**config.mk**
```make
export PLATFORM = sky130hd
export DESIGN_NAME = utf8_stream_decoder_top
export DESIGN_NICKNAME = d
export VERILOG_FILES = /design/src/hw/rtl/utf8sd_pkg.sv /design/src/hw/rtl/utf8_stream_decoder_top.sv /design/src/hw/rtl/utf8sd_in_stage.sv /design/src/hw/rtl/utf8sd_decode.sv /design/src/hw/rtl/utf8sd_out_stage.sv
export SDC_FILE = /design/constraint.sdc
export NUM_CORES = 1
export LEC_CHECK = 0
export ABC_CLOCK_PERIOD_IN_PS = 1700
export BUFFER_PORTS_ARGS = -buffer_cell sky130_fd_sc_hd__buf_2
export CAP_MARGIN = 0
export CORE_MARGIN = 8
export CORE_UTILIZATION = 50
export DETAILED_ROUTE_END_ITERATION = 10
export GPL_ROUTABILITY_DRIVEN = 0
export PLACE_DENSITY_LB_ADDON = 0.08
export SLEW_MARGIN = 20
export SYNTH_ARGS = -nofsm -noshare
export SYNTH_HDL_FRONTEND = slang
export SYNTH_SLANG_ARGS = --single-unit
```
**constraint.sdc**
```tcl
create_clock -name clk -period 1.7 [get_ports clk]
set_input_delay 0.085 -clock clk [delete_from_list [all_inputs] [get_ports clk]]
set_output_delay 0.085 -clock clk [all_outputs]
set_load 0.01 [all_outputs]
```
**src/hw/rtl/utf8sd_pkg.sv**
```systemverilog
package utf8sd_pkg;

    localparam int unsigned ByteW = 8;
    localparam int unsigned CodeW = 21;
    localparam int unsigned LenW  = 3;

    typedef enum logic [2:0] {
        CLS_CONT  = 3'd0,
        CLS_ASCII = 3'd1,
        CLS_LEAD2 = 3'd2,
        CLS_LEAD3 = 3'd3,
        CLS_LEAD4 = 3'd4,
        CLS_BAD   = 3'd5
    } byte_class_t;

    typedef struct packed {
        logic [CodeW-1:0] code_point;
        logic             is_invalid;
        logic [LenW-1:0]  seq_bytes;
    } result_t;

    function automatic byte_class_t lead_class(input logic [4:0] top_bits);
        byte_class_t cls;
        begin
            cls = CLS_BAD;
            unique case (top_bits[4:3])
                2'b00, 2'b01: cls = CLS_ASCII;
                2'b10:        cls = CLS_CONT;
                2'b11:
                begin
                    unique case (top_bits[2:0])
                        3'b000, 3'b001, 3'b010, 3'b011: cls = CLS_LEAD2;
                        3'b100, 3'b101:                 cls = CLS_LEAD3;
                        3'b110:                         cls = CLS_LEAD4;
                        3'b111:                         cls = CLS_BAD;
                        default:                        cls = CLS_BAD;
                    endcase
                end
                default:      cls = CLS_BAD;
            endcase
            return cls;
        end
    endfunction

endpackage

```
**src/hw/rtl/utf8_stream_decoder_top.sv**
```systemverilog
// UTF-8 stream decoder.
// Input channel: text_valid / text_ready carry one text_byte per transaction.
// Output channel: result_valid / result_ready carry one decoded character per
// transaction: code_point, is_invalid (malformed sequence, code_point zero)
// and seq_bytes (bytes consumed, 1 to 4).
// Only the last byte of a sequence, an ASCII byte, a stray continuation byte
// or a byte from 0xF8 up produces a transaction; a sequence still open when
// the text stops produces nothing until more bytes arrive.
// A last byte passes the input register and decode step to the output
// register. Throughput: 1 byte per cycle while the receiver is ready, set by
// the input register, the single decode step and the output register.
// Reset empties both registers and clears any open sequence.
// When the receiver stalls, the output register holds its result; the
// decode step then holds, and text_ready drops once the input register is
// full, so no byte and no result is ever lost.
module utf8_stream_decoder_top (
    input  logic                         clk,
    input  logic                         rst_n,
    input  logic                         text_valid,
    output logic                         text_ready,
    input  logic [utf8sd_pkg::ByteW-1:0] text_byte,
    output logic                         result_valid,
    input  logic                         result_ready,
    output logic [utf8sd_pkg::CodeW-1:0] code_point,
    output logic                         is_invalid,
    output logic [utf8sd_pkg::LenW-1:0]  seq_bytes
);

    logic                         byte_valid;
    logic [utf8sd_pkg::ByteW-1:0] byte_data;
    logic                         can_take;
    logic                         advance;
    logic                         emit;
    utf8sd_pkg::result_t          result;
    utf8sd_pkg::result_t          result_q;

    assign advance = byte_valid && can_take;

    utf8sd_in_stage u_in_stage (
        .clk        (clk),
        .rst_n      (rst_n),
        .text_valid (text_valid),
        .text_ready (text_ready),
        .text_byte  (text_byte),
        .advance    (advance),
        .byte_valid (byte_valid),
        .byte_data  (byte_data)
    );

    utf8sd_decode u_decode (
        .clk       (clk),
        .rst_n     (rst_n),
        .advance   (advance),
        .byte_data (byte_data),
        .emit      (emit),
        .result    (result)
    );

    utf8sd_out_stage u_out_stage (
        .clk          (clk),
        .rst_n        (rst_n),
        .advance      (advance),
        .emit         (emit),
        .result       (result),
        .can_take     (can_take),
        .result_valid (result_valid),
        .result_ready (result_ready),
        .result_q     (result_q)
    );

    assign code_point = result_q.code_point;
    assign is_invalid = result_q.is_invalid;
    assign seq_bytes  = result_q.seq_bytes;

endmodule

```
**src/hw/rtl/utf8sd_in_stage.sv**
```systemverilog
module utf8sd_in_stage (
    input  logic                           clk,
    input  logic                           rst_n,
    input  logic                           text_valid,
    output logic                           text_ready,
    input  logic [utf8sd_pkg::ByteW-1:0]   text_byte,
    input  logic                           advance,
    output logic                           byte_valid,
    output logic [utf8sd_pkg::ByteW-1:0]   byte_data
);

    logic                         valid_reg;
    logic                         valid_next;
    logic [utf8sd_pkg::ByteW-1:0] byte_reg;
    logic                         load;

    assign text_ready = !valid_reg || advance;
    assign load       = text_valid && text_ready;

    always_comb
    begin
        valid_next = valid_reg;
        if (load)
        begin
            valid_next = 1'b1;
        end
        else if (advance)
        begin
            valid_next = 1'b0;
        end
    end

    always_ff @(posedge clk or negedge rst_n)
    begin
        if (!rst_n)
        begin
            valid_reg <= 1'b0;
        end
        else
        begin
            valid_reg <= valid_next;
        end
    end

    always_ff @(posedge clk)
    begin
        if (load)
        begin
            byte_reg <= text_byte;
        end
    end

    assign byte_valid = valid_reg;
    assign byte_data  = byte_reg;

endmodule

```
**src/hw/rtl/utf8sd_decode.sv**
```systemverilog
module utf8sd_decode (
    input  logic                         clk,
    input  logic                         rst_n,
    input  logic                         advance,
    input  logic [utf8sd_pkg::ByteW-1:0] byte_data,
    output logic                         emit,
    output utf8sd_pkg::result_t          result
);

    logic [1:0]                   pending_reg;
    logic [1:0]                   pending_next;
    logic [utf8sd_pkg::CodeW-1:0] partial_reg;
    logic [utf8sd_pkg::CodeW-1:0] partial_next;
    logic [utf8sd_pkg::LenW-1:0]  size_reg;
    logic [utf8sd_pkg::LenW-1:0]  size_next;
    logic                         bad_reg;
    logic                         bad_next;
    logic [utf8sd_pkg::CodeW-1:0] shifted;
    logic                         bad_acc;
    utf8sd_pkg::byte_class_t      cls;

    assign cls     = utf8sd_pkg::lead_class(byte_data[7:3]);
    assign shifted = {partial_reg[utf8sd_pkg::CodeW-7:0], byte_data[5:0]};
    assign bad_acc = bad_reg || (cls != utf8sd_pkg::CLS_CONT);

    always_comb
    begin
        pending_next      = pending_reg;
        partial_next      = partial_reg;
        size_next         = size_reg;
        bad_next          = bad_reg;
        emit              = 1'b0;
        result.code_point = '0;
        result.is_invalid = 1'b0;
        result.seq_bytes  = utf8sd_pkg::LenW'(1);
        if (pending_reg != 2'd0)
        begin
            pending_next = pending_reg - 2'd1;
            if (pending_reg == 2'd1)
            begin
                emit              = 1'b1;
                result.code_point = bad_acc ? '0 : shifted;
                result.is_invalid = bad_acc;
                result.seq_bytes  = size_reg;
                partial_next      = '0;
                size_next         = '0;
                bad_next          = 1'b0;
            end
            else
            begin
                partial_next = shifted;
                bad_next     = bad_acc;
            end
        end
        else
        begin
            unique case (cls)
                utf8sd_pkg::CLS_ASCII:
                begin
                    emit              = 1'b1;
                    result.code_point = {{(utf8sd_pkg::CodeW-8){1'b0}}, byte_data};
                end
                utf8sd_pkg::CLS_LEAD2:
                begin
                    partial_next = {{(utf8sd_pkg::CodeW-5){1'b0}}, byte_data[4:0]};
                    size_next    = utf8sd_pkg::LenW'(2);
                    pending_next = 2'd1;
                    bad_next     = 1'b0;
                end
                utf8sd_pkg::CLS_LEAD3:
                begin
                    partial_next = {{(utf8sd_pkg::CodeW-4){1'b0}}, byte_data[3:0]};
                    size_next    = utf8sd_pkg::LenW'(3);
                    pending_next = 2'd2;
                    bad_next     = 1'b0;
                end
                utf8sd_pkg::CLS_LEAD4:
                begin
                    partial_next = {{(utf8sd_pkg::CodeW-3){1'b0}}, byte_data[2:0]};
                    size_next    = utf8sd_pkg::LenW'(4);
                    pending_next = 2'd3;
                    bad_next     = 1'b0;
                end
                default:
                begin
                    emit              = 1'b1;
                    result.is_invalid = 1'b1;
                end
            endcase
        end
    end

    always_ff @(posedge clk or negedge rst_n)
    begin
        if (!rst_n)
        begin
            pending_reg <= 2'd0;
            partial_reg <= '0;
            size_reg    <= '0;
            bad_reg     <= 1'b0;
        end
        else if (advance)
        begin
            pending_reg <= pending_next;
            partial_reg <= partial_next;
            size_reg    <= size_next;
            bad_reg     <= bad_next;
        end
    end

endmodule

```
**src/hw/rtl/utf8sd_out_stage.sv**
```systemverilog
module utf8sd_out_stage (
    input  logic                clk,
    input  logic                rst_n,
    input  logic                advance,
    input  logic                emit,
    input  utf8sd_pkg::result_t result,
    output logic                can_take,
    output logic                result_valid,
    input  logic                result_ready,
    output utf8sd_pkg::result_t result_q
);

    logic                valid_reg;
    logic                valid_next;
    utf8sd_pkg::result_t data_reg;
    logic                load;

    assign can_take = !valid_reg || result_ready;
    assign load     = advance && emit;

    always_comb
    begin
        valid_next = valid_reg;
        if (load)
        begin
            valid_next = 1'b1;
        end
        else if (result_ready)
        begin
            valid_next = 1'b0;
        end
    end

    always_ff @(posedge clk or negedge rst_n)
    begin
        if (!rst_n)
        begin
            valid_reg <= 1'b0;
        end
        else
        begin
            valid_reg <= valid_next;
        end
    end

    always_ff @(posedge clk)
    begin
        if (load)
        begin
            data_reg <= result;
        end
    end

    assign result_valid = valid_reg;
    assign result_q     = data_reg;

endmodule
```
# After elaboration in Yosys (flattened, before gate mapping)
# Memories as Yosys holds them, arrays and structs flattened. A register that Yosys moved wholly into a read port is not among the register bits.
# Index checks and enable logic that the tools add are counted.
# totals
ff_bits,56
romBits,24
input_bits,12
out_inout_bits,27
word_cells,68
memories,1
# op_classes
addsub,1
n_eq_ne,9
mux,25
reduce_logical,22
# mem_list
memory,depth,width,rd,rd_clocked_by_memory_dff,write_ports,line,text
(no name shown),8,3,1,1,0,utf8sd_pkg.sv:31,unique case (top_bits[2:0])
# op_table
cell,n
case mux 15 bit (3 select lines),1
2-to-1 mux 15 bit,2
2-to-1 mux 25 bit,1
2-to-1 mux 22 bit,1
2-to-1 mux 21 bit,1
case mux 3 bit (3 select lines),2
2-to-1 mux 1 bit,11
2-to-1 mux 3 bit,3
2-to-1 mux 8 bit,1
nonzero test 2 bit,4
"== test 3 x 2 -> 1 bit, second input constant",2
case mux 2 bit (3 select lines),1
AND reduction 2 bit,3
"== test 2 x 1 -> 1 bit, second input constant",2
"== test 2 bit, second input constant",2
nonzero test 4 bit,1
OR reduction 4 bit,1
"== test 3 x 1 -> 1 bit, second input constant",1
"== test 3 bit, second input constant",1
logical AND 1 bit,3
logical OR 1 bit,3
AND reduction 3 bit,1
nonzero test 3 bit,1
OR reduction 3 bit,1
6 further kinds,7

# Depth between registers and ports, before layout
# Gate-level depths: netlist (run 1).
# logic_depth
word_depth,9
mapped_depth,6

# Cells and area by module
# From an unflattened synthesis (run 1), not the netlist that was laid out.
# hier_totals
cells_unflattened,165
area_unflattened_um2,2298.5
# by_module_without_submodules
mod,instances,cells_each,area_per_inst_um2,seq_area_each_um2
utf8sd_decode,1,122,1194.9,525.5
utf8sd_out_stage,1,30,803.3,775.7
utf8sd_in_stage,1,12,294.0,265.3
utf8_stream_decoder_top,1,1,6.3,0.0

# Worst setup path before layout (run 1)
# No wires, ideal clock.
# synth_path
path_kind,register to register
startpoint,register u_out_stage.valid_reg (netlist: u_out_stage.result_valid)
endpoint,"register u_out_stage.data_reg (netlist bit u_out_stage.result_q[0]), enable pin"
setup_time_ps,384
arrival_time_ps,1552
path_slack_ps,-236
path_stages_with_launch,4
n_path_buf,0
synth_period_minus_slack_ps,1936
cell_sequence,dfrtp_1 > nor2b_1 > nor3_1 > o21a_1
# synth_between
elab_chain_len,4
# synth_rtl
element,line,text
from (decl),utf8sd_out_stage.sv:13,logic valid_reg;
from (signal assigned),utf8sd_out_stage.sv:42,valid_reg <= valid_next;
zero test 1 bit,utf8sd_out_stage.sv:18,assign can_take = !valid_reg || result_ready;
logical OR 1 bit,utf8sd_out_stage.sv:18,
logical AND 1 bit,utf8_stream_decoder_top.sv:37,assign advance = byte_valid && can_take;
logical AND 1 bit,utf8sd_out_stage.sv:19,assign load = advance && emit;
via u_out_stage.load,utf8sd_out_stage.sv:16,logic load;
to (signal assigned),utf8sd_out_stage.sv:50,data_reg <= result;
to (decl),utf8sd_out_stage.sv:15,utf8sd_pkg::result_t data_reg;
# The timed path passes the listed nets, and every way through them passes these cells.
# A chain may end at the register's enable or synchronous reset.

==> summary.txt, run 1 <==
Outcome
  – Status: complete, no violations

Hold path
  – Worst hold path cell count: 4
  – Hold Path Class: input pin to flip-flop
  – Hold Crit Start: result_ready
  – Hold path endpoint: u_in_stage.byte_valid

Clock network
  – Post-CTS Setup Bufs: 0
  – Clk buf depth: 2
  – CTS Sinks: 59
  – Number of CTS-inserted buffers: 9
  – CTS tree: yes
  – Root Buffer: clkbuf_8
  – Clk_lat worst skew: 0.33 ns
  – Clk pin slew, worst setup/hold paths: 0.06 ns
  – H-tree levels: 3

Global routing
  – GRT Overall Usage: 0.152
  – GRT overflow: 0
  – Initial antenna violation count: 0
  – First-pass GRT wire length: 8.56 mm
  – Vias in the first global route: 1755
  – Pin count of the biggest net entering global routing: 24

STA
  – Final hold viol count: 0
  – Final setup violation count: 0
  – Sum Neg Setup Slack: 0 ns
  – Min Tclk post-route: 1.59 ns
  – Part of the cycle the worst path needs: 0.937
  – Layout Skew: 0.00810 ns
  – Least-Margin Pin Slew: 0.681 ns
  – Worst Hold Margin: 0.135 ns
  – Max transition margin: 0.544
  – Maximum clock rate: 628 MHz
  – RSZ-0062 raised after global routing: false
  – Slew Viols, Final: 0

Finish
  – Reg area: 1630 µm²
  – Area occupied by multi-input gates: 749 µm²
  – Area growth, synth to finish: 26.8%
  – Max FFs per register: 25
  – Fin nets: 290
  – Fillers: 388
  – Post-layout instance area: 3150 µm²
  – N_diodes: 0
  – Share of cells above drive strength 1: 0.283

Worst setup path
  – Setup crit end kind: flip-flop
  – Reg2reg end: u_out_stage.result_q[9]
  – Worst EP arrival: 1.67 ns
  – CP max FO: 23
  – Critical path class: flip-flop to flip-flop
  – Reg2reg setup slack: 0.11 ns
  – R2R depth: 4
  – Startpoint types: flip-flop
  – Required time at the worst-slack endpoint: 1.78 ns

Synthesis
  – Area share of the largest cell type after synthesis: 0.399
  – Seq/Total Area, Yosys: 0.655
  – Main synth FF type: edfxtp_1
  – Synth area leaders: edfxtp_1 40%, dfrtp_1 23%, o21ai_0 5.2%
  – Most instantiated library cell after synthesis: edfxtp_1
  – Synth warn: 0
  – Multiplexer area fraction after synthesis: 0.0171
  – Synth Cell Area: 2480 µm²
  – Simple-gate share of the synthesized area: 0.168
  – Most instantiated cells after synthesis: 33 x edfxtp_1, 26 x o21ai_0, 23 x dfrtp_1, 17 x inv_1, 15 x nand2_1
  – Synth Instances: 213
  – Average size of a mapped cell: 11.7 µm²
  – Synthesized Nets: 225
  – Main combinational cell family by area after synthesis: simple AND/OR/NAND/NOR gates
  – Fraction of the mapped netlist area in compound gates: 0.116
  – Synth Area in Adders: 0
  – Async set or reset register ratio after synthesis: 0.390
  – Post-synthesis sequential element count: 59
  – Area leader, netlist: edfxtp_1
  – Synth Area in XOR/XNOR: 0
  – Synth cell types: 41
  – Number of synthesized flops with an enable pin: 33

Pwr
  – P_leak: 0.00132 µW
  – Peak supply drop: 0.747 mV
  – PD cells: 1500 nW/µm²

Floorplanning
  – Full die area: 7480 µm²
  – Die W: 86.5 µm
  – FP Rows: 25
  – Core region area: 4750 µm²
  – Die H: 86.5 µm
  – Initial core utilization: 0.522
  – IO Count: 39

Placed design
  – Area after DPL: 2850 µm²
  – IO Port Bufs: 38
  – Detail Placement HPWL: 3.70 mm

Run
  – Max Cap Violations: 0

Detailed routing
  – Pre-Repair DR Iteration Count: 4
  – Initial detailed-routing violation count: 163
  – Vias: 1798
  – Drt drc: 0
  – DRT Wirelength: 5.29 mm
  – Vias per cell: 5.14
  – Drt wl/cell: 15.1 µm
  – DRT antenna net count: 0
==> cell type report <==
type / instances / area share
clock buffers: 14 / 0.0517
clock inverters: 2 / 0.0111
inverters: 17 / 0.0203
multi-input cells: 127 / 0.238
flip-flops and latches: 59 / 0.518
well taps: 67 / 0.0266
repair buffers: 64 / 0.134
==> cells by family after synthesis <==
group | count (synthesis)
DFF | 59
AOI/OAI and AO/OA | 48
and+or+nand+nor | 75
muxes | 4
buffers and inverters | 27
==> worst max-delay path, stage by stage, from the launching register on <==
cell and delay, ns:
dfxtp_1 0.39, nor3b_4 0.35, o21ai_0 0.16, o21a_2 0.27, buf_12 0.18
==> metrics by stage <==
stage	setup WS (ns)	std cells	total power [µW]	utilization
2_1_floorplan	0.00276	213	2870	-
3_3_place_gp	0.150	324	3430	0.599
3_5_place_dp	0.121	324	3460	0.599
4_1_cts	0.0980	350	4750	0.661
5_1_grt	0.00645	350	4980	0.662
6_report	0.108	350	4720	0.662
==> per-layer routing <==
metal	track usage	wire (µm)	up-vias
li1	-	-	882
met1	0.182	2320	856
met2	0.242	2590	50
met3	0.0406	286	10
met4	0.0876	93	0
met5	0	0	-
==> power breakdown <==
part           leakage, µW  switching [µW]  internal (µW)
combinational     0.000570             768            574
clock             0.000101             510            757
sequential        0.000652             193           1910
total              0.00132            1470           3240
==> worst max-delay path by stage <==
| stage | from | to | slack [ns] | depth (start not counted) |
|---|---|---|---|---|
| floorplan | u_out_stage.result_valid | u_out_stage.result_q[0] | 0.003 | 3 |
| global placement | u_out_stage.result_valid | u_out_stage.result_q[4] | 0.15 | 4 |
| detailed placement | u_decode.pending_reg[0] | u_decode.partial_reg[0] | 0.12 | 4 |
| CTS | u_decode.pending_reg[0] | u_decode.partial_reg[0] | 0.1 | 4 |
| global route | u_out_stage.result_valid | u_decode.bad_reg | 0.006 | 4 |
| finish | flip-flop | u_out_stage.result_q[9] | 0.11 | 4 |
==> cell usage in the layout, fill, tap and decap left out, drive strengths merged, types with 2 or more instances in the layout <==
master and count:
mux2 2, a21oi 5, dfrtp 23, nor4 2, dfxtp 3, a21boi 2
o21ai 27, nor2 9, nor3 12, and2 11, clkbuf 14, a22o 2
nand3 13, nand2b 3, buf 54, inv 17, nand2 15, edfxtp 33
o31ai 3, o22ai 2, or2 3, dlygate4sd3 10, mux2i 2, nor2b 2
==> timing repair <==
| item | 4_1_cts | 5_1_grt |
|---|---|---|
| setup endpoints to repair | 0 | 5 |
| hold endpoints to repair | 32 | 0 |
| hold buffers | 10 | 0 |
| resized for setup | 0 | 2 |
Power figures use the tool's default switching activity.
==> run 2: changes to the inputs <==
Settings changed: ABC_AREA from default to 1.
==> summary.txt, run 2 <==
Synthesis
  – Synth Instances: 235 (+10%)
  – Most instantiated cells after synthesis: 57 x nand2_1, 36 x inv_1, 33 x edfxtp_1, 23 x dfrtp_1, 13 x nor2_1
  – Area leader, netlist: edfxtp_1
  – Synth warn: 0 (unchanged)
  – Number of synthesized flops with an enable pin: 33 (unchanged)
  – Synth Cell Area: 2500 µm² (+0.76%)
  – Synth area leaders: edfxtp_1 40%, dfrtp_1 23%, nand2_1 8.6%
  – Area share of the largest cell type after synthesis: 0.396 (-0.00300)
  – Async set or reset register ratio after synthesis: 0.390 (unchanged)
  – Most instantiated library cell after synthesis: nand2_1
  – Main synth FF type: edfxtp_1
  – Post-synthesis sequential element count: 59 (unchanged)
  – Average size of a mapped cell: 10.6 µm² (-8.7%)
  – Seq/Total Area, Yosys: 0.650 (-0.00492)
  – Synth cell types: 23 (-44%)
  – Synthesized Nets: 247 (+9.8%)

Finish
  – N_diodes: 0 (unchanged)
  – Post-layout instance area: 3110 µm² (-1.0%)
  – Most frequent cells in the layout: 57 x nand2_1, 38 x buf_2, 36 x inv_1, 33 x edfxtp_1, 23 x dfrtp_1
  – Share of cells above drive strength 1: 0.304 (+0.0209)
  – Fillers: 396 (+2.1%)
  – Area growth, synth to finish: 24.5%
  – Commonest non-fill, non-tap cell in the layout: nand2_1
  – Max FFs per register: 25 (unchanged)
  – Fin nets: 310 (+6.9%)

Worst setup path
  – Worst EP arrival: 1.78 ns (+0.11 ns)
  – Critical path class: flip-flop to flip-flop
  – Required time at the worst-slack endpoint: 1.88 ns (+0.10 ns)
  – Reg2reg end: u_out_stage.result_q[5]
  – R2R depth: 5 (+1)
  – Setup crit end kind: flip-flop
  – CP max FO: 19 (-17%)
  – Startpoint types: flip-flop
  – Worst R2R Start: u_in_stage.byte_data[7]
  – Reg2reg setup slack: 0.11 ns (about the same)

Global routing
  – Pin count of the biggest net entering global routing: 35 (+46%)
  – Vias in the first global route: 1715 (-2.3%)
  – Initial antenna violation count: 0 (unchanged)
  – First-pass GRT wire length: 8.27 mm (-3.3%)
  – GRT Overall Usage: 0.145 (-0.00684)
  – GRT overflow: 0 (unchanged)

Clock network
  – CTS tree: yes
  – Number of CTS-inserted buffers: 9 (unchanged)
  – Root Buffer: clkbuf_8
  – H-tree levels: 3 (unchanged)
  – CTS Sinks: 59 (unchanged)
  – Clk buf depth: 2 (unchanged)
  – Clk pin slew, worst setup/hold paths: 0.06 ns (about the same)
  – Clk_lat worst skew: 0.33 ns (about the same)

STA
  – Maximum clock rate: 627 MHz (-0.15%)
  – Least-Margin Pin Slew: 0.551 ns (-0.130 ns)
  – Max transition margin: 0.633 (+0.0883)
  – Final setup violation count: 0 (unchanged)
  – RSZ-0062 raised after global routing: false
  – Part of the cycle the worst path needs: 0.938 (+0.00137)
  – Layout Skew: 0.00382 ns (-0.00428 ns)
  – Slew Viols, Final: 0 (unchanged)
  – Sum Neg Setup Slack: 0 ns (unchanged)
  – Min Tclk post-route: 1.59 ns (+0.00232 ns)
  – Final hold viol count: 0 (unchanged)

Detailed routing
  – DRT Wirelength: 4.81 mm (-8.9%)
  – Initial detailed-routing violation count: 117 (-28%)
  – Pre-Repair DR Iteration Count: 4 (unchanged)
  – Drt drc: 0 (unchanged)
  – Vias: 1722 (-4.2%)
  – Drt wl/cell: 13.0 µm (-14%)
  – Vias per cell: 4.65 (-9.4%)
  – DRT antenna net count: 0 (unchanged)

Pwr
  – PD cells: 1610 nW/µm² (+7.3%)
  – Peak supply drop: 0.917 mV (+23%)
  – P_leak: 0.00139 µW (+5.3%)

Run
  – Max Cap Violations: 0 (unchanged)

Floorplanning
  – Initial core utilization: 0.523 (about the same)
  – Die W: 86.7 µm (+0.31%)
  – IO Count: 39 (unchanged)
  – Core region area: 4790 µm² (+0.66%)
  – FP Rows: 25 (unchanged)
  – Die H: 86.7 µm (+0.31%)
  – Full die area: 7520 µm² (+0.61%)

Hold path
  – Hold Crit Start: text_valid
  – Hold Path Class: input pin to flip-flop
  – Worst hold path cell count: 3 (-1)
  – Hold path endpoint: u_in_stage.byte_valid

Placed design
  – Area after DPL: 2780 µm² (-2.2%)
  – IO Port Bufs: 38 (unchanged)
  – Detail Placement HPWL: 3.27 mm (-11%)

Outcome
  – Status: complete, no violations
-- run 2: changes by cell type after synthesis, moves of 6 or more --
cell      before  now
and2_1        11    0
nand2_1       15   57
nor3_1        12    0
inv_1         17   36
nor2_1         7   13
nor2_2         2    9
clkbuf_1       7    1
o21ai_2        0    9
o21ai_0       26   10
-- run 2: per-layer routing --
| layer | GRT usage | vias to the layer above | wire length (µm) |
|---|---|---|---|
| met5 | 0 | - | 0 |
| met4 | 0.0876 | 0 | 121 |
| met3 | 0.0548 | 12 | 365 |
| met2 | 0.208 | 62 | 2140 |
| met1 | 0.182 | 764 | 2190 |
| li1 | - | 884 | - |
-- run 2: cell families (layout without fill, tap and decap cells) --
group                  Yosys count  in the layout  share of synthesized area
buffers and inverters           42            110                     0.0750
and+or+nand+nor                100            100                      0.192
DFF                             59             59                      0.650
AOI/OAI and AO/OA               34             34                     0.0825
-- run 2: stage by stage --
| step | hold slack [ns] | util | instances | power, µW | setup WS, ns |
|---|---|---|---|---|---|
| after global placement | 0.102 | 0.582 | 340 | 3750 | 0.163 |
| after global routing | 0.110 | 0.651 | 370 | 5350 | 0.00306 |
| after detailed placement | 0.108 | 0.582 | 340 | 3780 | 0.142 |
| after CTS | 0.0469 | 0.641 | 366 | 4980 | 0.120 |
| final | 0.0586 | 0.651 | 370 | 5010 | 0.105 |
| after floorplan | -0.211 | - | 235 | 3270 | 0.0636 |
-- run 2: critical path, stage by stage (launching register included) --
cell,delay [ns]
edfxtp_1,0.50
nand3_1,0.16
nand2_1,0.11
nor3_4,0.32
nand2_8,0.19
a21oi_1,0.17
-- run 2: worst max-delay path by stage --
| stage | start | end | slack [ns] | cells after the start |
|---|---|---|---|---|
| floorplan | u_in_stage.byte_data[7] | u_out_stage.result_q[0] | 0.06 | 5 |
| global placement | u_in_stage.byte_data[6] | u_out_stage.result_q[7] | 0.16 | 5 |
| detailed placement | u_in_stage.byte_data[6] | u_out_stage.result_q[7] | 0.14 | 5 |
| CTS | u_in_stage.byte_data[6] | u_out_stage.result_q[7] | 0.12 | 5 |
| global route | u_in_stage.byte_data[7] | u_out_stage.result_q[7] | 0.003 | 5 |
| finish | u_in_stage.byte_data[7] | u_out_stage.result_q[5] | 0.11 | 5 |
-- run 2: what timing repair did --
action	4_1_cts	5_1_grt
endpoints found under the hold margin	32	0
setup buffers	0	4
resized for setup	0	2
endpoints found under the setup margin	0	4
hold buffers	10	0
-- run 2: area by class of cell --
cell class / count / area [µm²] / share of cell area
Timing Repair Buffer: 57 / 370 / 0.119
Tap cell: 67 / 83.8 / 0.0269
Multi-Input combinational cell: 134 / 712 / 0.229
Clock inverter: 7 / 58.8 / 0.0189
Inverter: 37 / 139 / 0.0446
Sequential cell: 59 / 1630 / 0.522
Clock buffer: 9 / 124 / 0.0398
-- run 2: power breakdown --
part | switching (µW) | leakage (µW) | internal, µW
clock network | 532 | 0.000100 | 657
registers | 211 | 0.000653 | 2010
logic | 1030 | 0.000639 | 562
==> run 3: changes to the inputs <==
--- a/config.mk
+++ b/config.mk
@@ -20 +20,2 @@
 export SYNTH_SLANG_ARGS = --single-unit
+export TNS_END_PERCENT = 10
==> constraint.sdc (replaced) <==
create_clock -name clk -period 1.7 [get_ports clk]
set_input_delay 0.255 -clock clk [delete_from_list [all_inputs] [get_ports clk]]
set_output_delay 0.255 -clock clk [all_outputs]
set_load 0.01 [all_outputs]
==> summary.txt, run 3 (synthesis results as in run 2) <==
Worst setup path
  – Critical path cell sequence: nand3_1, nand2_1, nor3_4, buf_4, o22ai_1
  – Max incr delay on CP: 0.50 ns (about the same)
  – CP max FO: 6 (-13)
  – Slowest CP cell: edfxtp_1
  – Critical path class: flip-flop to flip-flop
  – Worst EP arrival: 1.66 ns (-0.12 ns)
  – Required time at the worst-slack endpoint: 1.78 ns (-0.10 ns)
  – Startpoint types: flip-flop
  – Setup crit end kind: flip-flop

STA
  – Final setup violation count: 0 (unchanged)
  – Least-Margin Pin Slew: 0.545 ns (-0.00598 ns)
  – Part of the cycle the worst path needs: 0.931 (-0.00752)
  – Layout Skew: 0.00374 ns (-0.0000829 ns)
  – Sum Neg Setup Slack: 0 ns (unchanged)
  – Slew Viols, Final: 0 (unchanged)
  – Final hold viol count: 0 (unchanged)
  – RSZ-0062 raised after global routing: false
  – Maximum clock rate: 632 MHz (+0.81%)
  – Min Tclk post-route: 1.58 ns (-0.0128 ns)
  – Max transition margin: 0.637 (+0.00399)

Global routing
  – GRT Overall Usage: 0.141 (-0.00421)
  – GRT overflow: 0 (unchanged)
  – Initial antenna violation count: 0 (unchanged)
  – First-pass GRT wire length: 8.04 mm (-2.8%)
  – Vias in the first global route: 1676 (-2.3%)
  – Pin count of the biggest net entering global routing: 35 (unchanged)

Detailed routing
  – DRT antenna net count: 0 (unchanged)
  – Vias: 1686 (-2.1%)
  – DRT Wirelength: 4.67 mm (-3.1%)
  – Pre-Repair DR Iteration Count: 4 (unchanged)
  – Vias per cell: 4.68 (+0.63%)
  – Initial detailed-routing violation count: 149 (+27%)
  – Drt drc: 0 (unchanged)
  – Drt wl/cell: 13.0 µm (-0.38%)

Run
  – Max Cap Violations: 0 (unchanged)

Clock network
  – Number of CTS-inserted buffers: 9 (unchanged)
  – Clk pin slew, worst setup/hold paths: 0.06 ns (about the same)
  – Clk buf depth: 2 (unchanged)
  – CTS tree: yes
  – CTS Sinks: 59 (unchanged)
  – H-tree levels: 3 (unchanged)
  – Clk_lat worst skew: 0.33 ns (about the same)
  – Root Buffer: clkbuf_8

Outcome
  – Status: complete, no violations

Hold path
  – Hold Path Class: input pin to flip-flop

Finish
  – Most frequent cells in the layout: 57 x nand2_1, 38 x buf_2, 36 x inv_1, 33 x edfxtp_1, 23 x dfrtp_1
  – N_diodes: 0 (unchanged)
  – Final Core Density: 0.630 (-0.0204)
  – Commonest non-fill, non-tap cell in the layout: nand2_1
  – Fin nets: 300 (-3.2%)
  – Max FFs per register: 25 (unchanged)
  – Area growth, synth to finish: 20.6%
  – Share of cells above drive strength 1: 0.311 (+0.00695)

Pwr
  – Power share of the clock group: 0.238 (about the same)
  – Flop pwr share: 0.445 (about the same)
  – Switching Fraction: 0.354 (-0.000487)
  – P_leak: 0.00135 µW (-3.1%)
  – Comb pwr share: 0.317 (-0.002)
  – PD cells: 1650 nW/µm² (+2.7%)
  – Int Pwr: 3210 µW (-0.46%)
  – Peak supply drop: 0.906 mV (-1.2%)
  – NetSw: 1770 µW (-0.68%)
  – Power consumption: 4980 µW (-0.54%)

Floorplanning
  – IO Count: 39 (unchanged)
  – Initial core utilization: 0.523 (unchanged)
  – Core region area: 4790 µm² (unchanged)
  – Die H: 86.7 µm (unchanged)
  – Full die area: 7520 µm² (unchanged)
  – FP Rows: 25 (unchanged)
  – Die W: 86.7 µm (unchanged)

Placed design
  – Detail Placement HPWL: 3.27 mm (unchanged)
  – IO Port Bufs: 38 (unchanged)
run 3: power by group through the flow:
stage | combinational, µW | sequential [µW] | clock, µW
CTS | 1540 | 2220 | 1210
finish | 1580 | 2220 | 1190
floorplan | 921 | 2350 | 0
global route | 1770 | 2270 | 1290
global placement | 1520 | 2240 | 0
detailed placement | 1540 | 2250 | 0
run 3: worst paths after layout:
check | depth (start not counted) | slack (ns) | startpoint | endpoint
setup / recovery | 5 | 0.12 | u_in_stage.byte_data[7] | u_out_stage.result_q[3]
hold / removal | 1 | 0.1 | text_byte[0] | u_in_stage.byte_data[0]
setup reg to reg | 5 | 0.12 | u_in_stage.byte_data[7] | u_out_stage.result_q[3]
hold reg to reg | 2 | 0.49 | u_decode.partial_reg[11] | u_decode.partial_reg[11]
max in group asynchronous | 2 | 0.89 | rst_n | u_decode.partial_reg[14]
min in group asynchronous | 2 | 0.44 | rst_n | u_out_stage.result_valid
run 3: area by class of cell:
| cell class | count | area (µm²) |
|---|---|---|
| inverters | 37 | 139 |
| flip-flops and latches | 59 | 1630 |
| clock inverters | 7 | 58.8 |
| well taps | 67 | 83.8 |
| multi-input cells | 134 | 712 |
| repair buffers | 47 | 273 |
| fillers | 406 | 1770 |
| clock buffers | 9 | 124 |
run 3: repair_timing:
| action | CTS | global route |
|---|---|---|
| endpoints found under the hold margin | 23 | 0 |
| hold buffers | 1 | 0 |
| resized for setup | 0 | 2 |
| setup endpoints to repair | 0 | 4 |
| setup buffers | 0 | 3 |
run 3: per-layer routing:
| metal | wire [µm] | track usage |
|---|---|---|
| met1 | 2140 | 0.178 |
| met2 | 2100 | 0.199 |
| met3 | 309 | 0.0529 |
| met4 | 119 | 0.0876 |
| met5 | 0 | 0 |
run 3: per-stage QoR:
step / instances / worst slack [ns] / instance area [µm²] / hold slack (ns)
after global placement: 340 / 0.163 / 2780 / 0.272
after CTS: 357 / 0.120 / 2980 / 0.0853
after global routing: 360 / 0.0283 / 3020 / 0.0733
after detailed placement: 340 / 0.142 / 2780 / 0.278
after floorplan: 235 / 0.0636 / 2510 / -0.0406
final: 360 / 0.118 / 3020 / 0.0956
run 3: worst max-delay path: cells and delay by family (launching register included):
kind | cells | cell delay, ns
buf+inv | 1 | 0.18
flops | 1 | 0.50
compound gates | 1 | 0.06
simple gates | 3 | 0.59
